`config.mk`:
```
export PLATFORM = sky130hd
export DESIGN_NAME = btpc_back
export DESIGN_NICKNAME = d
export VERILOG_FILES = /design/src/rtl/baro_temp_pressure_compensate_macros.svh /design/src/rtl/btpc_pkg.sv /design/src/rtl/btpc_back.sv
export SDC_FILE = /design/constraint.sdc
export NUM_CORES = 2
export LEC_CHECK = 0
export BUFFER_PORTS_ARGS = -buffer_cell sky130_fd_sc_hd__buf_4
export CAP_MARGIN = 25
export CORE_UTILIZATION = 55
export CTS_BUF_LIST = sky130_fd_sc_hd__clkbuf_16
export DETAILED_ROUTE_END_ITERATION = 7
export PLACE_DENSITY = 0.78
export SYNTH_ARGS = -nofsm -noshare
export SYNTH_HDL_FRONTEND = slang
export SYNTH_SLANG_ARGS = --single-unit
```
`constraint.sdc`:
```
create_clock -name clock -period 17.74 [get_ports clock]
set_input_delay 1.774 -clock clock [delete_from_list [all_inputs] [get_ports clock]]
set_output_delay 1.774 -clock clock [all_outputs]
set_load 0.005 [all_outputs]
```
`src/rtl/baro_temp_pressure_compensate_macros.svh`:
```
// Assertion macros for the barometer compensation block.
// Used by the top level only; no other dependencies.
`ifndef BARO_TEMP_PRESSURE_COMPENSATE_MACROS_SVH
`define BARO_TEMP_PRESSURE_COMPENSATE_MACROS_SVH

// Condition must hold at every edge outside reset.
`define BTPC_ASSERT_ALWAYS(label, clk, rst, cond) \
   label: assert property (@(posedge clk) disable iff (rst) (cond)) \
      else $error("btpc assertion failed");

// Consequent must hold in the same cycle as the antecedent.
`define BTPC_ASSERT_IMPLY(label, clk, rst, ante, cons) \
   label: assert property (@(posedge clk) disable iff (rst) (ante) |-> (cons)) \
      else $error("btpc assertion failed");

`endif

```
`src/rtl/btpc_pkg.sv`:
```
// Shared types, constants and helper functions for the barometer compensation block.
// No dependencies.
package btpc_pkg;

   localparam int DivSteps = 32;
   localparam int DivSideW = 53;

   localparam logic signed [31:0] B6Offset  = 32'sd4000;
   localparam logic signed [31:0] QuadCoef  = 32'sd3038;
   localparam logic signed [31:0] LinCoef   = -32'sd7357;
   localparam logic signed [31:0] FinalOffs = 32'sd3791;
   localparam logic [31:0]        B4Offset  = 32'd32768;
   localparam logic [31:0]        B7Scale   = 32'd50000;
   localparam logic signed [31:0] TempMax   = 32'sd32767;
   localparam logic signed [31:0] TempMin   = -32'sd32768;

   typedef enum logic [2:0] {
      CSR_AC1     = 3'd0,
      CSR_AC2     = 3'd1,
      CSR_AC3     = 3'd2,
      CSR_AC4_AC5 = 3'd3,
      CSR_AC6     = 3'd4,
      CSR_B1_B2   = 3'd5,
      CSR_MC_MD   = 3'd6,
      CSR_OSS     = 3'd7
   } csr_index_type;

   typedef struct packed {
      logic [15:0] raw_temp;
      logic [18:0] raw_pressure;
   } req_type;

   typedef struct packed {
      logic signed [15:0] temp_tenths_c;
      logic signed [31:0] pressure_pa;
      logic               div_error;
   } rsp_type;

   typedef struct packed {
      logic [15:0] ac1;
      logic [15:0] ac2;
      logic [15:0] ac3;
      logic [15:0] ac4;
      logic [15:0] ac5;
      logic [15:0] ac6;
      logic [15:0] b1;
      logic [15:0] b2;
      logic [15:0] mc;
      logic [15:0] md;
      logic [1:0]  oss;
   } cfg_type;

   // sideband through the temperature divider
   typedef struct packed {
      logic signed [31:0] x1;
      logic [18:0]        rp;
      logic               dz;
      logic               neg;
   } div1_side_type;

   // sideband through the pressure divider
   typedef struct packed {
      logic               dz;
      logic               b4z;
      logic               big;
      logic signed [15:0] t;
   } div2_side_type;

   function automatic logic signed [31:0] sext16(input logic [15:0] v);
      return {{16{v[15]}}, v};
   endfunction

   // signed division by 2^k, truncating toward zero
   function automatic logic signed [31:0] sdiv_pow2(input logic signed [31:0] v,
                                                    input int unsigned k);
      logic signed [31:0] bias;
      bias = v[31] ? signed'(32'((33'd1 << k) - 33'd1)) : 32'sd0;
      return (v + bias) >>> k;
   endfunction

endpackage

```
`src/rtl/btpc_back.sv`:
```
// Back stages: pressure quotient, second-order correction and the result register.
// Depends on btpc_pkg.
module btpc_back (
   input  logic                          clock,
   input  logic                          reset,
   input  logic                          adv,
   input  logic                          in_valid,
   input  logic [31:0]                   in_quot,
   input  logic [btpc_pkg::DivSideW-1:0] in_side,
   output logic                          out_valid,
   output btpc_pkg::rsp_type             out_data
);

   typedef struct packed {
      logic signed [15:0] t;
      logic               err;
   } carry_type;

   btpc_pkg::div2_side_type s2;
   assign s2 = btpc_pkg::div2_side_type'(in_side[$bits(btpc_pkg::div2_side_type)-1:0]);

   // B1: p
   logic               v1_ff;
   logic signed [31:0] p_in, p1_ff;
   carry_type          c1_in, c1_ff;
   assign p_in = s2.big ? signed'({in_quot[30:0], 1'b0}) : signed'(in_quot);
   always_comb begin
      c1_in.t   = s2.t;
      c1_in.err = s2.dz | s2.b4z;
   end

   // B2
   logic               v2_ff;
   logic signed [31:0] pd_ff, m7_in, m7_ff, p2_ff;
   carry_type          c2_ff;
   assign m7_in = btpc_pkg::LinCoef * p1_ff;

   // B3
   logic               v3_ff;
   logic signed [31:0] sqp_in, sqp_ff, x2_ff, p3_ff;
   carry_type          c3_ff;
   assign sqp_in = pd_ff * pd_ff;

   // B4
   logic               v4_ff;
   logic signed [31:0] x1b_in, x1b_ff, x2b_ff, p4_ff;
   carry_type          c4_ff;
   assign x1b_in = sqp_ff * btpc_pkg::QuadCoef;

   // B5
   logic               v5_ff;
   logic signed [31:0] s_in, s_ff, p5_ff;
   carry_type          c5_ff;
   assign s_in = btpc_pkg::sdiv_pow2(x1b_ff, 16) + x2b_ff + btpc_pkg::FinalOffs;

   // B6: result register
   logic               v6_ff;
   logic signed [31:0] pf;
   btpc_pkg::rsp_type  rsp_in, rsp_ff;
   assign pf = p5_ff + btpc_pkg::sdiv_pow2(s_ff, 4);
   always_comb begin
      rsp_in.div_error     = c5_ff.err;
      rsp_in.temp_tenths_c = c5_ff.err ? 16'sd0 : c5_ff.t;
      rsp_in.pressure_pa   = c5_ff.err ? 32'sd0 : pf;
   end

   always_ff @(posedge clock) begin
      if (reset) begin
         v1_ff <= 1'b0;
         v2_ff <= 1'b0;
         v3_ff <= 1'b0;
         v4_ff <= 1'b0;
         v5_ff <= 1'b0;
         v6_ff <= 1'b0;
      end else if (adv) begin
         v1_ff <= in_valid;
         v2_ff <= v1_ff;
         v3_ff <= v2_ff;
         v4_ff <= v3_ff;
         v5_ff <= v4_ff;
         v6_ff <= v5_ff;
      end
   end

   always_ff @(posedge clock) begin
      if (adv) begin
         p1_ff  <= p_in;
         c1_ff  <= c1_in;
         pd_ff  <= btpc_pkg::sdiv_pow2(p1_ff, 8);
         m7_ff  <= m7_in;
         p2_ff  <= p1_ff;
         c2_ff  <= c1_ff;
         sqp_ff <= sqp_in;
         x2_ff  <= btpc_pkg::sdiv_pow2(m7_ff, 16);
         p3_ff  <= p2_ff;
         c3_ff  <= c2_ff;
         x1b_ff <= x1b_in;
         x2b_ff <= x2_ff;
         p4_ff  <= p3_ff;
         c4_ff  <= c3_ff;
         s_ff   <= s_in;
         p5_ff  <= p4_ff;
         c5_ff  <= c4_ff;
         rsp_ff <= rsp_in;
      end
   end

   assign out_valid = v6_ff;
   assign out_data  = rsp_ff;

endmodule

```
# Yosys cells after proc, flatten, opt, wreduce, memory -nomap -nowiden

Index checks and enable logic that the tools add are counted.

Register bits: 483
Bits of input ports: 89
Output and inout port bits: 50
Word-level logic and storage cells: 48

Add/sub/neg operators: 7
Multipliers: 3
Multiplexer cells: 5
Bitwise gates (word level): 1

Operators with widths:

| cell                                                                  | count |
|---|---|
| 32-bit by 17-bit adder with 32-bit output                             | 2 |
| 32-bit by 13-bit adder with 32-bit output, second input constant      | 1 |
| 32-bit by 28-bit adder with 32-bit output                             | 1 |
| 32-bit by 5-bit adder with 32-bit output                              | 1 |
| 32-bit by 9-bit adder with 32-bit output                              | 1 |
| 14-bit by 32-bit multiplier with 32-bit output, first input constant  | 1 |
| 24-bit by 24-bit multiplier with 32-bit output                        | 1 |
| 32-bit by 12-bit multiplier with 31-bit output, second input constant | 1 |
| 16-bit two-way mux                                                    | 2 |
| 32-bit two-way mux                                                    | 1 |
| 16-bit by 16-bit adder with 17-bit output                             | 1 |
| 8-bit two-way mux                                                     | 1 |
| 4-bit two-way mux                                                     | 1 |
| 1-bit OR                                                              | 1 |

# Logic depth before layout (Yosys ltp)

Depth after elaboration: 4
Mapped depth: 27
Depth with buffers taken out: 27

# Worst setup path before layout

No wires, ideal clock.

Path kind: register -> register
Start point: register pd_ff[5]
End point: register sqp_ff[29] (data pin)
Library setup time: 0.258 ns
Arrival: 6.508 ns
Data required time: 17.482 ns
Path slack: 10.974 ns
Cell stages (with the launch flop): 26
Buffers on the path: 2
Period minus slack after synthesis: 6.766 ns
Cells stage by stage: edfxtp_1 clkbuf_1 clkbuf_1 nand2_1 fa_1 inv_1 fa_1 inv_1 fa_1 inv_1 fa_1 inv_1 fa_1 fa_1 fa_1 inv_1 ha_1 and3_1 a221o_1 a41oi_1 a211o_1 a211o_1 nand3b_1 a31o_2 a21oi_1 xnor2_1

Longest elaborated chain between the ends: 1

RTL lines:

| what                                           | RTL line        | source |
|---|---|---|
| from (decl)                                    | btpc_back.sv:34 | `logic signed [31:0] pd_ff, m7_in, m7_ff, p2_ff;` |
| from (signal assigned)                         | btpc_back.sv:89 | `pd_ff <= btpc_pkg::sdiv_pow2(p1_ff, 8);` |
| 24-bit by 24-bit multiplier with 32-bit output | btpc_back.sv:42 | `assign sqp_in = pd_ff * pd_ff;` |
| named net sqp_in[29]                           | btpc_back.sv:40 | `logic signed [31:0] sqp_in, sqp_ff, x2_ff, p3_ff;` |
| to (signal assigned)                           | btpc_back.sv:93 | `sqp_ff <= sqp_in;` |
| to (decl)                                      | btpc_back.sv:40 |  |

The timed path passes the listed nets, and every way through them passes these cells.
A chain may end at the register's enable or synchronous reset.

# Worst setup path after layout

Start point: register pd_ff[9]
End point: register sqp_ff[29] (data pin)

The elaborated chain is that of the path after synthesis.

==> impl_metrics.csv <==
group,metric,value,unit
logic_synthesis,synth-main-ff-cell,"edfxtp_1",
logic_synthesis,synthCells,3611,
worst_setup_path,cp_data_required_time,18.10,ns
worst_setup_path,critPathKind,"reg -> reg",
die,core-area,75900,um2
hold_path,hp-class,"reg -> reg",
clock_network,h-tree-depth,2,
timing,setup_slack,10.25,ns
die,start_util,0.555,
clock_network,cts_resized,0,
placement,portBuffers,104,
clock_network,clk-insertion-delay-late,0.62,ns
logic_synthesis,syn_area,42200,um2
timing,finalWorstPathRequiredPeriod,7.49,ns
clock_network,cts_tree,"built",
detailed_routing,wl_per_cell,17.2,um
cells_and_area,fill_cells,5892,
placement,hpwlAfterDp,65800,um
logic_synthesis,syn_avg_cell_area,11.7,um2
timing,fin_worst_skew,0.0409,ns
worst_setup_path,cp_max_fo,18,
cells_and_area,num-nets-final,4805,
timing,rsz0062_at_grt,"no",
die,dieArea,77800,um2
clock_network,hold_buffers,0,
detailed_routing,vias_per_cell,5.31,
global_routing,grt_pass1_vias,27200,
timing,timing.setup.tns,0,ns
global_routing,antenna_found_initial,3,
logic_synthesis,synth_seq_area_share,0.340,
die,dieWidth,279,um
cells_and_area,drive_gt1_frac,0.0677,
cells_and_area,area_delta_synth_final,9.10,%
cells_and_area,postLayoutCellArea,46000,um2
global_routing,grt_pass1_wl,137000,um
clock_network,clkTransAtPathRegs,0.06,ns
logic_synthesis,yosysWarnings,0,
timing,fmax,134,MHz
placement,post_dp_cell_area,44200,um2
clock_network,cts_root_buf,"clkbuf_16",
timing,finalHoldViolations,0,
logic_synthesis,ys_ff_latch,479,
clock_network,cts_buffers,49,
logic_synthesis,ys_async_sr_fraction,0,
detailed_routing,ant_nets,0,
detailed_routing,drt_iter0_drc,1569,
worst_setup_path,start_kind,"register",
detailed_routing,vias,25600,
placement,dp_slack,10.35,ns
timing,slew_headroom,0.283,
outcome,status,"finished, final reports clean",
logic_synthesis,synth-edff-count,473,
run,cap_violations,0,
worst_setup_path,cp.arrival,7.84,ns
detailed_routing,dr.pass1.iters,5,
global_routing,track_usage,0.222,
clock_network,numClockSinks,479,
die,io-pin-count,139,
global_routing,gr-total-overflow,0,
logic_synthesis,synth_cell_types,76,
die,fp.dieH,279,um
timing,final-max-slew-violation-count,0,
placement,gp_congestion,0.940,
global_routing,grt_max_degree,190,
timing,setup_viol_count_final,0,
clock_network,clockBufferDepth,3,
clock_network,cts_setup_buffers,0,
detailed_routing,wl,82900,um
detailed_routing,drc,0,
worst_setup_path,cp-end-kind,"register",
die,row_count,101,
timing,final.period_utilization,0.422,
timing,worst_pin_slew,1.08,ns
-- metrics by stage --
step / util / hold slack (ns) / instances
after floorplan: - / 0.400 / 3613
after global placement: 0.582 / 0.401 / 4716
after detailed placement: 0.582 / 0.405 / 4716
after CTS: 0.605 / 0.371 / 4808
after global routing: 0.606 / 0.385 / 4810
final: 0.606 / 0.387 / 4810
-- sequential cells by signal (all words and copies together) (netlist names), 31 cells and up --
signal and flops:
p2_ff 31, m7_ff 32, s_ff 32, p4_ff 32, out_data 49, p3_ff 32
p1_ff 32, p5_ff 32
-- final timing paths --
kind | start | endpoint | cells after the start | slack, ns
worst max-delay path | pd_ff[9]$_DFFE_PP_ | sqp_ff[29]$_DFFE_PP_ | 23 | 10.25
worst min-delay path | p3_ff[10]$_DFFE_PP_ | p4_ff[10]$_DFFE_PP_ | 0 | 0.39
worst max register to register | pd_ff[9]$_DFFE_PP_ | sqp_ff[29]$_DFFE_PP_ | 23 | 10.25
worst min register to register | p3_ff[10]$_DFFE_PP_ | p4_ff[10]$_DFFE_PP_ | 0 | 0.39
-- synthesized netlist by cell type (all sizes together), types with 32 or more instances --
cell type | n | area share
a21o | 64 | 0.011
a21oi | 85 | 0.010
and2 | 84 | 0.012
clkbuf | 44 | 0.0039
edfxtp | 473 | 0.34
fa | 548 | 0.26
ha | 430 | 0.13
inv | 797 | 0.071
mux2 | 32 | 0.0085
nand2 | 203 | 0.018
nand3 | 41 | 0.0049
nor2 | 131 | 0.012
nor2b | 37 | 0.0055
nor3 | 46 | 0.0055
o21ai | 60 | 0.0072
xnor2 | 191 | 0.040
xor2 | 49 | 0.010
-- per-layer routing --
metal,vias to the layer above,routed length (um),share of wire,GRT usage
met1,12800,36000,0.43,0.296
li1,12100,-,-,-
met4,0,2210,0.027,0.0647
met5,-,0,0,0
met3,148,3780,0.046,0.0238
met2,577,40900,0.49,0.385
-- critical path: stages (launching register included) --
cell and delay (ns):
edfxtp_1 0.97, inv_1 0.30, nor2_1 0.23, fa_1 0.46, inv_1 0.10, fa_1 0.43
fa_1 0.49, inv_1 0.05, fa_1 0.50, inv_1 0.06, fa_1 0.55, fa_1 0.43
fa_1 0.49, inv_1 0.04, ha_1 0.32, and3_1 0.25, a221o_1 0.36, a41oi_1 0.19
a211o_1 0.21, a211o_1 0.17, nand3b_1 0.12, a31o_2 0.26, a21oi_1 0.16, xnor2_1 0.08
-- area by class of cell --
cell class,count,area (um2),area share
Sequential cell,479,14300,0.311
Clock buffer,50,1250,0.0272
Timing Repair Buffer,124,971,0.0211
Antenna cell,1,2.50,0.0000544
Multi-Input combinational cell,2285,24700,0.536
Clock inverter,42,507,0.0110
Tap cell,1030,1290,0.0280
Inverter,799,3000,0.0652
-- logic make-up (layout without fill, tap and decap cells) --
kind of cell | after synthesis | in the layout | synth area share
other | 2 | 5 | 0.000178
AO/OA/AOI/OAI | 367 | 367 | 0.0592
buffers and inverters | 849 | 1015 | 0.0756
adder cells (fa/ha/maj) | 978 | 978 | 0.388
XOR/XNOR | 241 | 241 | 0.0504
multiplexers | 39 | 39 | 0.0102
flip-flops | 479 | 479 | 0.340
AND/OR/NAND/NOR | 656 | 656 | 0.0770
-- cells in the final DEF (no fill, tap or decap), drive strengths merged, types with 7 or more instances in the layout --
cell,count
a21oi,85
nor2b,37
xnor2,191
mux2,32
a211o,9
clkinv,21
xor2,49
o21bai,13
and4,8
fa,548
nand2,203
o21a,29
a41oi,12
inv,809
buf,124
nand3,41
ha,430
mux2i,7
or3,11
nand4,27
and2,84
o21ai,60
a31oi,14
nor4,8
edfxtp,473
a211oi,20
nor2,131
nand2b,14
a21o,64
bufinv,9
clkbuf,50
nor3,46
a31o,7
and3,26
o31ai,7
Power is left out: the tool's default activity adds up to more than one toggle a clock period on the data nets, which glitch-free logic cannot reach.
