==> config.mk <==
export PLATFORM = sky130hd
export DESIGN_NAME = btpc_front
export DESIGN_NICKNAME = d
export VERILOG_FILES = /design/src/rtl/baro_temp_pressure_compensate_macros.svh /design/src/rtl/btpc_pkg.sv /design/src/rtl/btpc_front.sv
export SDC_FILE = /design/constraint.sdc
export NUM_CORES = 1
export LEC_CHECK = 0
export ABC_AREA = 1
export BUFFER_PORTS_ARGS = -buffer_cell sky130_fd_sc_hd__buf_2
export CORE_UTILIZATION = 58
export CTS_CLUSTER_DIAMETER = 60
export DETAILED_ROUTE_END_ITERATION = 10
export HOLD_SLACK_MARGIN = 0.03
export PLACE_DENSITY = 0.85
export SLEW_MARGIN = 20
export SYNTH_ARGS = -nofsm -noshare
export SYNTH_HDL_FRONTEND = slang
export SYNTH_SLANG_ARGS = --single-unit
==> constraint.sdc <==
create_clock -name clock -period 18.5 [get_ports clock]
set_clock_uncertainty 0.2 [all_clocks]
set_input_delay 2.775 -clock clock [delete_from_list [all_inputs] [get_ports clock]]
set_output_delay 2.775 -clock clock [all_outputs]
set_load 0.02 [all_outputs]
==> src/rtl/baro_temp_pressure_compensate_macros.svh <==
// Assertion macros for the barometer compensation block.
// Used by the top level only; no other dependencies.
`ifndef BARO_TEMP_PRESSURE_COMPENSATE_MACROS_SVH
`define BARO_TEMP_PRESSURE_COMPENSATE_MACROS_SVH

// Condition must hold at every edge outside reset.
`define BTPC_ASSERT_ALWAYS(label, clk, rst, cond) \
   label: assert property (@(posedge clk) disable iff (rst) (cond)) \
      else $error("btpc assertion failed");

// Consequent must hold in the same cycle as the antecedent.
`define BTPC_ASSERT_IMPLY(label, clk, rst, ante, cons) \
   label: assert property (@(posedge clk) disable iff (rst) (ante) |-> (cons)) \
      else $error("btpc assertion failed");

`endif

==> src/rtl/btpc_pkg.sv <==
// Shared types, constants and helper functions for the barometer compensation block.
// No dependencies.
package btpc_pkg;

   localparam int DivSteps = 32;
   localparam int DivSideW = 53;

   localparam logic signed [31:0] B6Offset  = 32'sd4000;
   localparam logic signed [31:0] QuadCoef  = 32'sd3038;
   localparam logic signed [31:0] LinCoef   = -32'sd7357;
   localparam logic signed [31:0] FinalOffs = 32'sd3791;
   localparam logic [31:0]        B4Offset  = 32'd32768;
   localparam logic [31:0]        B7Scale   = 32'd50000;
   localparam logic signed [31:0] TempMax   = 32'sd32767;
   localparam logic signed [31:0] TempMin   = -32'sd32768;

   typedef enum logic [2:0] {
      CSR_AC1     = 3'd0,
      CSR_AC2     = 3'd1,
      CSR_AC3     = 3'd2,
      CSR_AC4_AC5 = 3'd3,
      CSR_AC6     = 3'd4,
      CSR_B1_B2   = 3'd5,
      CSR_MC_MD   = 3'd6,
      CSR_OSS     = 3'd7
   } csr_index_type;

   typedef struct packed {
      logic [15:0] raw_temp;
      logic [18:0] raw_pressure;
   } req_type;

   typedef struct packed {
      logic signed [15:0] temp_tenths_c;
      logic signed [31:0] pressure_pa;
      logic               div_error;
   } rsp_type;

   typedef struct packed {
      logic [15:0] ac1;
      logic [15:0] ac2;
      logic [15:0] ac3;
      logic [15:0] ac4;
      logic [15:0] ac5;
      logic [15:0] ac6;
      logic [15:0] b1;
      logic [15:0] b2;
      logic [15:0] mc;
      logic [15:0] md;
      logic [1:0]  oss;
   } cfg_type;

   // sideband through the temperature divider
   typedef struct packed {
      logic signed [31:0] x1;
      logic [18:0]        rp;
      logic               dz;
      logic               neg;
   } div1_side_type;

   // sideband through the pressure divider
   typedef struct packed {
      logic               dz;
      logic               b4z;
      logic               big;
      logic signed [15:0] t;
   } div2_side_type;

   function automatic logic signed [31:0] sext16(input logic [15:0] v);
      return {{16{v[15]}}, v};
   endfunction

   // signed division by 2^k, truncating toward zero
   function automatic logic signed [31:0] sdiv_pow2(input logic signed [31:0] v,
                                                    input int unsigned k);
      logic signed [31:0] bias;
      bias = v[31] ? signed'(32'((33'd1 << k) - 33'd1)) : 32'sd0;
      return (v + bias) >>> k;
   endfunction

endpackage

==> src/rtl/btpc_front.sv <==
// Front stages: uncorrected temperature term and operand prep for the first divide.
// Depends on btpc_pkg.
module btpc_front (
   input  logic                          clock,
   input  logic                          reset,
   input  logic                          adv,
   input  btpc_pkg::cfg_type             cfg,
   input  logic                          in_valid,
   input  btpc_pkg::req_type             in_data,
   output logic                          div_valid,
   output logic [31:0]                   div_dividend,
   output logic [31:0]                   div_divisor,
   output logic [btpc_pkg::DivSideW-1:0] div_side
);

   // stage 1: (rt - ac6) * ac5
   logic               v1_ff;
   logic signed [31:0] tdiff;
   logic signed [31:0] p1_in;
   logic signed [31:0] p1_ff;
   logic [18:0]        rp1_ff;

   assign tdiff = signed'({16'b0, in_data.raw_temp}) - signed'({16'b0, cfg.ac6});
   assign p1_in = tdiff * signed'({16'b0, cfg.ac5});

   // stage 2: x1 and the divisor x1 + md
   logic               v2_ff;
   logic signed [31:0] x1_in;
   logic signed [31:0] den_in;
   logic signed [31:0] x1_ff;
   logic signed [31:0] den_ff;
   logic [18:0]        rp2_ff;

   assign x1_in  = p1_ff >>> 15;
   assign den_in = x1_in + btpc_pkg::sext16(cfg.md);

   // stage 3: magnitudes and sign for the unsigned divider
   logic                    v3_ff;
   logic signed [31:0]      num;
   logic [31:0]             dvd_in;
   logic [31:0]             dvs_in;
   btpc_pkg::div1_side_type side_in;
   logic [31:0]             dvd_ff;
   logic [31:0]             dvs_ff;
   btpc_pkg::div1_side_type side_ff;

   assign num    = btpc_pkg::sext16(cfg.mc) <<< 11;
   assign dvd_in = num[31] ? 32'(-num) : 32'(num);
   assign dvs_in = den_ff[31] ? 32'(-den_ff) : 32'(den_ff);
   always_comb begin
      side_in.x1  = x1_ff;
      side_in.rp  = rp2_ff;
      side_in.dz  = (den_ff == 32'sd0);
      side_in.neg = num[31] ^ den_ff[31];
   end

   always_ff @(posedge clock) begin
      if (reset) begin
         v1_ff <= 1'b0;
         v2_ff <= 1'b0;
         v3_ff <= 1'b0;
      end else if (adv) begin
         v1_ff <= in_valid;
         v2_ff <= v1_ff;
         v3_ff <= v2_ff;
      end
   end

   always_ff @(posedge clock) begin
      if (adv) begin
         p1_ff   <= p1_in;
         rp1_ff  <= in_data.raw_pressure;
         x1_ff   <= x1_in;
         den_ff  <= den_in;
         rp2_ff  <= rp1_ff;
         dvd_ff  <= dvd_in;
         dvs_ff  <= dvs_in;
         side_ff <= side_in;
      end
   end

   assign div_valid    = v3_ff;
   assign div_dividend = dvd_ff;
   assign div_divisor  = dvs_ff;
   assign div_side     = btpc_pkg::DivSideW'(side_ff);

endmodule

# --- Yosys cells after proc, flatten, opt, wreduce, memory -nomap -nowiden ---
# Cells that the tools add are included.
classes:
  n_addsub: 4
  mul: 1
  muxes: 2
  bitwise: 1
  reduce_logical: 1
ops:
  columns: ["cell", "n"]
  rows:
  - ["logical NOT 32 bit", 1]
  - ["multiplier 17 x 17 -> 32 bit", 1]
  - ["negator 27 -> 32 bit", 1]
  - ["negator 32 bit", 1]
  - ["two-way mux 31 bit", 1]
  - ["two-way mux 26 bit", 1]
  - ["adder 17 x 16 -> 18 bit", 1]
  - ["subtractor 16 x 16 -> 17 bit", 1]
  - ["XOR 1 bit", 1]
totals:
  register_bits: 224
  in_bits: 201

# --- Depth between registers and ports, before layout ---
# Gate-level depths: netlist of run 1.
logic_depth:
  ltp_word: 2
  mapped_depth: 37

# --- Worst setup path after synthesis of run 1 ---
# Ideal clock, no wire load.
synth_path:
  path_type: "input-to-reg"
  start: "input in_data[19] in the netlist's numbering"
  end: "register p1_ff[30] (data pin)"
  setup_ns: 0.252
  arrival_ns: 8.742
  required_time_ns: 18.048
  path_slack_ns: 9.306
  cell_stages: 32
  path_buffers: 0
  cell_sequence: "inv_1 > ha_1 > fa_1 > o21ai_1 > nand3_1 > nand2_2 > nand3_1 > nand3_1 > nand2_1 > nand3_1 > nand2_1 > nand2_2 > nor2_1 > fa_1 > inv_1 > fa_1 > fa_1 > inv_1 > fa_1 > fa_1 > inv_1 > fa_1 > inv_1 > ha_1 > nand2_1 > nor2_1 > inv_1 > nor2_1 > nand3_1 > or2_2 > nand3_1 > nand2_1"
synth_via:
  elab_chain_len: 2
synth_rtl:
  columns: ["item", "line_no", "source"]
  rows:
  - ["start, declared", "btpc_front.sv:9", "input btpc_pkg::req_type in_data,"]
  - ["subtractor 16 x 16 -> 17 bit", "btpc_front.sv:23", "assign tdiff = signed'({16'b0, in_data.raw_temp}) - signed'({16'b0, cfg.ac6});"]
  - ["multiplier 17 x 17 -> 32 bit", "btpc_front.sv:24", "assign p1_in = tdiff * signed'({16'b0, cfg.ac5});"]
  - ["via p1_in[30]", "btpc_front.sv:19", "logic signed [31:0] p1_in;"]
  - ["end signal, assigned", "btpc_front.sv:71", "p1_ff <= p1_in;"]
  - ["end, declared", "btpc_front.sv:20", "logic signed [31:0] p1_ff;"]
# The timed path passes the listed nets, and every way through them passes these cells.
# A chain may end at the register's enable or synchronous reset.

# --- Worst setup path after layout of run 1 ---
layout_path:
  start: "input cfg[66] in the netlist's numbering"
  end: "register p1_ff[25] (data pin)"
layout_via:
  elab_chain_len: 2
layout_rtl:
  columns: ["item", "line_no", "source"]
  rows:
  - ["start, declared", "btpc_front.sv:7", "input btpc_pkg::cfg_type cfg,"]
  - ["subtractor 16 x 16 -> 17 bit", "btpc_front.sv:23", null]
  - ["multiplier 17 x 17 -> 32 bit", "btpc_front.sv:24", null]
  - ["via p1_in[25]", "btpc_front.sv:19", null]
# The timed path passes the listed nets, and every way through them passes these cells.

==> metrics, run 1 <==
first-pass GRT wire length between 60 and 70 mm; reg2reg start p1_ff[15]$_DFFE_PP_; post-cts hold buffer count 0; antenna violations before repair 1; M1 WL around 16 mm; RSZ-0062 raised after global routing false; Worst Path Arrival 10.06 ns; Top Ports 319; CP required about 18 ns; Worst Path Max Fanout 10; uppermost layer routed met4; die width 180.1 um; max_cap viols 0; Mean Syn Cell Area between 9 and 10 um2; most frequent cell after synthesis inv_1; via count ~14000; total iterations of the first detailed-routing run 6; CP peak stage delay 0.57 ns; Antenna Violating Nets Remaining 0; number of synthesized flops with an enable pin ~180; Die Y-Extent between 150 and 200 um; GRT Util Overall approximately 27%; H-tree depth 4; synth top area cells edfxtp_1 30%, fa_1 28%, inv_1 9.4%; cell taking the most area after synthesis edfxtp_1; CTS tree done; Worst Reg-to-Reg Cells 7; DR WL met2 roughly 21 mm; Cells after Synth 1950; cell mode on critical path fa_1; Overflow after GRT 0; post-detail-place hpwl about 34 mm; Resized cells post-CTS 0; die area approximately 0.032 mm2; Distinct cells, synth 48; CP Launch Type primary input; wire per inst 16.45 um; worst skew pair latency 0.42 ns; Synth Warn # 0; Final Hold Viols 0; Synth-to-Final Area Change 10.69%; post-CTS setup buffer count 0; CTS Buf Count 17; row cnt 64; Worst Max-Slew Pin Slew between 1 and 1.5 ns; slowest stage cell, crit path fa_1; DRC violations left 0; final WL ~42 mm; post-synthesis async set-or-reset flop share 0%; achievable frequency between 0.09 and 0.1 GHz; initial core utilization between 50% and 60%; FILL cells about 2300; Core Region about 0.03 mm2; sequential area share after synthesis roughly 30%; Reg clk slew, reported paths 0.08 ns; Setup Total Neg Slack 0 ns; top-area cell type share of the netlist area approximately 30%; share of layout cells above drive strength 1 approximately 13%; Post-synth top cells 462 x inv_1, 295 x nand2_1, 262 x fa_1; Setup CP Type primary input to flip-flop; synthesized area approximately 0.018 mm2; Yosys reg bits 184; routed vias/inst about 5.4; Pins Over Slew Limit 0; DRT iter0 DRCs 1061; Top delay family on crit path adder cells; Buffers on Ports approximately 210; post-layout min period ~10 ns; max_slew headroom a little under a third; final setup fails 0; sink count of the clock tree ~180; Worst R2R End den_ff[14]$_DFFE_PP_; # nets final about 2700; flop-to-flop setup slack roughly 16 ns; root buf cell clkbuf_16; Worst setup startpoint cfg[66]; vias in the first global route approximately 14000; largest net degree at the start of global routing 120; top_reg_cell synth edfxtp_1; CTS Buffer Depth 2; RD Place Congestion roughly 0.93; CP Capture Type flip-flop; worst path buffer plus inverter count 7; Period Utilization, post-route 54.56%; Setup crit end p1_ff[25]$_DFFE_PP_; critical path depth 28; status finished clean; metal3 WL 3.474 mm; Hold Crit Class flip-flop to flip-flop
## flip-flops by register name (all words and copies together) (netlist names)
register and flops:
div_dividend 21, x1_ff 17, div_valid 1, p1_ff 17
rp2_ff 19, div_divisor 32, den_ff 18, v1_ff 1
v2_ff 1, rp1_ff 19, div_side 38
## area by class of cell
cell class	count	area, um2	area share (%)
antenna	1	2.502	0.01228
clock buffer	18	429.2	2.106
clock inverter	14	180.2	0.8843
inverter	477	1790	8.788
multi-input combinational	1263	10910	53.57
sequential	184	5495	26.97
tap	396	495.5	2.432
timing repair buffer	211	1067	5.238
## stage by stage
step | hold slack (ns) | setup slack, ns | std cells | cell area (um2) | utilization (%)
2_1_floorplan | 0.2003 | 9.306 | 1979 | 18520 | -
3_3_place_gp | 0.2008 | 8.163 | 2531 | 19760 | 63.94
3_5_place_dp | 0.2045 | 8.060 | 2531 | 19760 | 63.94
4_1_cts | 0.2185 | 8.508 | 2563 | 20370 | 65.91
5_1_grt | 0.2163 | 8.073 | 2564 | 20370 | 65.92
6_report | 0.2157 | 8.407 | 2564 | 20370 | 65.92
## logic make-up after synthesis
group	synth area share, %
XOR/XNOR	3.691
flip-flops	29.86
AO/OA/AOI/OAI	4.119
other	0.02037
buffers and inverters	11.44
adder cells (fa/ha/maj)	36.38
AND/OR/NAND/NOR	14.49
## worst min path at each step
stage                         from                      to  slack, ns  depth (start not counted)
5_1_grt        rp2_ff[3]$_DFFE_PP_   div_side[5]$_DFFE_PP_       0.22                          0
3_3_place_gp   rp2_ff[5]$_DFFE_PP_   div_side[7]$_DFFE_PP_       0.20                          0
2_1_floorplan  rp2_ff[8]$_DFFE_PP_  div_side[10]$_DFFE_PP_       0.20                          0
3_5_place_dp    x1_ff[4]$_DFFE_PP_  div_side[25]$_DFFE_PP_       0.20                          0
6_report       rp2_ff[3]$_DFFE_PP_   div_side[5]$_DFFE_PP_       0.22                          0
4_1_cts        rp2_ff[3]$_DFFE_PP_   div_side[5]$_DFFE_PP_       0.22                          0
## worst reg2reg max path, stage by stage (launching register included)
cell and delay [ns]:
edfxtp_1 0.36, ha_1 0.24, inv_1 0.10, fa_1 0.44
o311ai_0 0.59, nand3_1 0.15, nand2_1 0.12, xor2_1 0.07
## layout by cell type, fill, tap and decap left out, types with 3 or more instances in the layout
| cell | netlist | layout |
|---|---|---|
| clkinv_8 | 0 | 4 |
| nand2_1 | 295 | 295 |
| o21bai_1 | 6 | 6 |
| a21o_1 | 5 | 5 |
| nor2_1 | 221 | 221 |
| o21ai_1 | 4 | 4 |
| xor2_1 | 46 | 46 |
| o21ai_0 | 35 | 35 |
| a21oi_1 | 58 | 58 |
| buf_2 | 2 | 208 |
| a31oi_1 | 8 | 8 |
| nor4_1 | 7 | 7 |
| nand4_1 | 7 | 7 |
| conb_1 | 1 | 30 |
| clkbuf_16 | 0 | 17 |
| inv_8 | 0 | 4 |
| fa_1 | 262 | 262 |
| nand2_2 | 8 | 8 |
| nor3_1 | 13 | 13 |
| inv_2 | 5 | 5 |
| clkinv_1 | 10 | 10 |
| inv_6 | 0 | 3 |
| edfxtp_1 | 181 | 181 |
| inv_1 | 462 | 462 |
| nand3_1 | 81 | 81 |
| or2_2 | 6 | 6 |
| or2_1 | 3 | 3 |
| ha_1 | 116 | 116 |
| dfxtp_1 | 3 | 3 |
| xnor2_1 | 26 | 26 |
| o31ai_1 | 4 | 4 |
## layer usage
layer | up-vias | track usage (%)
li1 | 6326 | -
met1 | 6659 | 32.55
met2 | 711 | 48.03
met3 | 155 | 4.163
met4 | 0 | 12.58
met5 | - | 0
Power of run 1 is not shown: default switching activity piles up to over one toggle a cycle in this logic, so the estimate is an artifact.
==> run 2, diff against run 1 <==
--- a/config.mk
+++ b/config.mk
@@ -5,13 +5,13 @@
 export SDC_FILE = /design/constraint.sdc
 export NUM_CORES = 1
 export LEC_CHECK = 0
-export ABC_AREA = 1
+export ABC_AREA = 0
 export BUFFER_PORTS_ARGS = -buffer_cell sky130_fd_sc_hd__buf_2
-export CORE_UTILIZATION = 58
+export CORE_UTILIZATION = 53
 export CTS_CLUSTER_DIAMETER = 60
 export DETAILED_ROUTE_END_ITERATION = 10
 export HOLD_SLACK_MARGIN = 0.03
-export PLACE_DENSITY = 0.85
+export PLACE_DENSITY = 0.82
 export SLEW_MARGIN = 20
 export SYNTH_ARGS = -nofsm -noshare
 export SYNTH_HDL_FRONTEND = slang
==> constraint.sdc (replaced) <==
create_clock -name clock -period 8.15 [get_ports clock]
set_clock_uncertainty 0.2 [all_clocks]
set_input_delay 1.2225 -clock clock [delete_from_list [all_inputs] [get_ports clock]]
set_output_delay 1.2225 -clock clock [all_outputs]
set_load 0.02 [all_outputs]
==> run 2 against run 1 <==
- routed wire length is 11% lower
- design area rose by 6.1%
- core utilization increased by 0.36 points
- synthesized cell count down 17%
- die area up 4.5%
- highest routed layer is now met5
- the flow now finishes with violations (negative setup slack)
- clock-buffer cell count down 1
- critical path depth is 3 higher
- flip-flop and latch count unchanged
==> metrics, run 2 <==
status finished with violations; failing checks negative setup slack; Antenna Violating Nets Remaining 0 (unchanged); CTS Buf Count 17 (unchanged); most frequent cells in the layout 338 x inv_1, 244 x fa_1, 206 x buf_2; Post-synth top cells 354 x inv_1, 262 x fa_1, 181 x edfxtp_1; die width 184.1 um (+2.2%); Worst Path Arrival 8.26 ns (-1.80 ns); post-synthesis async set-or-reset flop share 0% (unchanged); Pins Over Slew Limit 0 (unchanged); Worst setup startpoint in_data[19]; area post-placement 0.02021 mm2 (+2.3%); DRT iter0 DRCs 703 (-34%); RSZ-0062 raised after global routing true; final setup fails 6 (+6); wire per inst 15.46 um (-6.0%); most frequent cell after synthesis inv_1; CP Capture Type flip-flop; Cells after Synth 1609 (-17%); WHS 0.2203 ns (+0.004557 ns); FILL cells 2289 (-1.3%); post-layout min period 8.296 ns; Synth-to-Final Area Change 22.97%; largest net degree at the start of global routing 121 (+0.83%); top-area cell type share of the netlist area 30.92% (+1.4 points); antenna violations before repair 1 (unchanged); post-detail-place hpwl 30.17 mm (-12%); critical path depth 31 (+11%); worst skew pair latency 0.43 ns (about the same); Setup crit end p1_ff[31]$_DFFE_PP_; reg2reg start p1_ff[15]$_DFFE_PP_; achievable frequency ~0.12 GHz; routed vias/inst 5.015 (-7.2%); synthesized area 0.01758 mm2 (-4.5%); Setup Slack @ Placement -0.8744 ns (-8.934 ns); Distinct cells, synth 54 (+13%); final WL 37.72 mm (-11%); root buf cell clkbuf_16; sink count of the clock tree 184 (unchanged); row cnt 66 (+3.1%); # nets final 2563 (-6.2%); worst hold path depth 0 (unchanged); DRC violations left 0 (unchanged); via count 12237 (-12%); number of synthesized flops with an enable pin 181 (unchanged); max_slew headroom 30.48% (-1.3 points); sequential area share after synthesis 31.26% (+1.4 points); CP peak stage delay 0.58 ns (about the same); worst path buffer plus inverter count 7 (unchanged); Die Y-Extent 184.1 um (+2.2%); Period Utilization, post-route 101.8%; Hold Crit Class flip-flop to flip-flop; Final Instance Area 0.02162 mm2 (+6.1%); share of layout cells above drive strength 1 26.94% (+14 points); initial core utilization 53.89% (-5.7 points); Worst Slack Setup Final -0.1465 ns (-8.553 ns); most common cell after layout, fill and taps aside inv_1; CP required 8.12 ns (-10.35 ns); Core Region 0.03262 mm2 (+5.5%); die area 0.03390 mm2 (+4.5%); synth top area cells edfxtp_1 31%, fa_1 30%, ha_1 8.3%; Overflow after GRT 0 (unchanged); total iterations of the first detailed-routing run 5 (-1); Yosys reg bits 184 (unchanged); cell mode on critical path fa_1; Final Hold Viols 0 (unchanged); GRT Util Overall 23.16% (-3.9 points); vias in the first global route 13147 (-9.1%); top_reg_cell synth edfxtp_1; max_cap viols 0 (unchanged); Worst Max-Slew Pin Slew 1.043 ns (+0.02012 ns); Setup CP Type primary input to flip-flop; CP Launch Type primary input; cell taking the most area after synthesis edfxtp_1; Top delay family on crit path adder cells; Synth Warn # 0 (unchanged); CTS Buffer Depth 2 (unchanged); Worst R2R End den_ff[16]$_DFFE_PP_; Worst Reg-to-Reg Cells 11 (+4); first-pass GRT wire length 62.27 mm (-10%); H-tree depth 4 (unchanged); flop-to-flop setup slack 5.04 ns (-10.95 ns); Reg clk slew, reported paths 0.08 ns (about the same); CTS tree done; Buffers on Ports 209 (unchanged); Worst Path Max Fanout 7 (-3); Top Ports 319 (unchanged); RD Place Congestion 0.8791 (-5.8%); slowest stage cell, crit path fa_1; post-cts hold buffer count 0 (unchanged); Mean Syn Cell Area 10.93 um2 (+16%); Largest register FFs 38 (unchanged)
## run 2: changes by cell type after synthesis, sizes merged, moves of 46 or more
cell and delta:
nor2 -184, xnor2 +46, and2 +112, inv -113, nand2 -151, nand3 -67
## run 2: layer usage
layer / vias up / wire, um / track usage (%)
li1: 5710 / - / -
met4: 2 / 529 / 5.700
met5: - / 13 / 0
met3: 48 / 2127 / 2.865
met2: 416 / 19810 / 43.14
met1: 6061 / 15240 / 28.32
## run 2: timing repair
action | in CTS | in global routing
setup buffers | 29 | 20
gates resized for setup | 52 | 49
setup endpoints to repair | 11 | 17
pin swaps | 63 | 77
gates cloned | 0 | 0
## run 2: cells by family after synthesis
kind of cell,Yosys count,share of synthesized area [%]
AO/OA/AOI/OAI,122,4.577
other,1,0.02133
adder cells (fa/ha/maj),380,38.21
XOR/XNOR,88,4.384
flip-flops,184,31.26
buffers and inverters,422,9.566
multiplexers,4,0.2278
AND/OR/NAND/NOR,408,11.76
## run 2: cell type report
class / count / area, um2 / share of cell area, %
Antenna cell: 1 / 2.502 / 0.01158
Clock buffer: 17 / 425.4 / 1.968
Clock inverter: 15 / 220.2 / 1.019
Inverter: 354 / 1339 / 6.193
Multi-Input combinational cell: 1032 / 11060 / 51.14
Sequential cell: 184 / 5495 / 25.42
Tap cell: 442 / 553.0 / 2.558
Timing Repair Buffer: 395 / 2527 / 11.69
## run 2: through the flow
step / util, % / TNS (ns) / cells
after global routing: 66.27 / -3.207 / 2439
after floorplan: - / -0.2176 / 1638
after global placement: 61.96 / -6.726 / 2362
final: 66.28 / -0.4915 / 2440
after CTS: 65.24 / -0.07089 / 2420
after detailed placement: 61.96 / -8.728 / 2362
## run 2: worst min path at each step
stage,startpoint,to,slack (ns)
finish,rp1_ff[16]$_DFFE_PP_,rp2_ff[16]$_DFFE_PP_,0.22
global route,rp1_ff[10]$_DFFE_PP_,rp2_ff[10]$_DFFE_PP_,0.22
CTS,rp1_ff[16]$_DFFE_PP_,rp2_ff[16]$_DFFE_PP_,0.22
detailed placement,rp2_ff[11]$_DFFE_PP_,div_side[13]$_DFFE_PP_,0.20
global placement,rp2_ff[7]$_DFFE_PP_,div_side[9]$_DFFE_PP_,0.20
floorplan,rp2_ff[8]$_DFFE_PP_,div_side[10]$_DFFE_PP_,0.20
Power of run 2 is left out for the same reason.
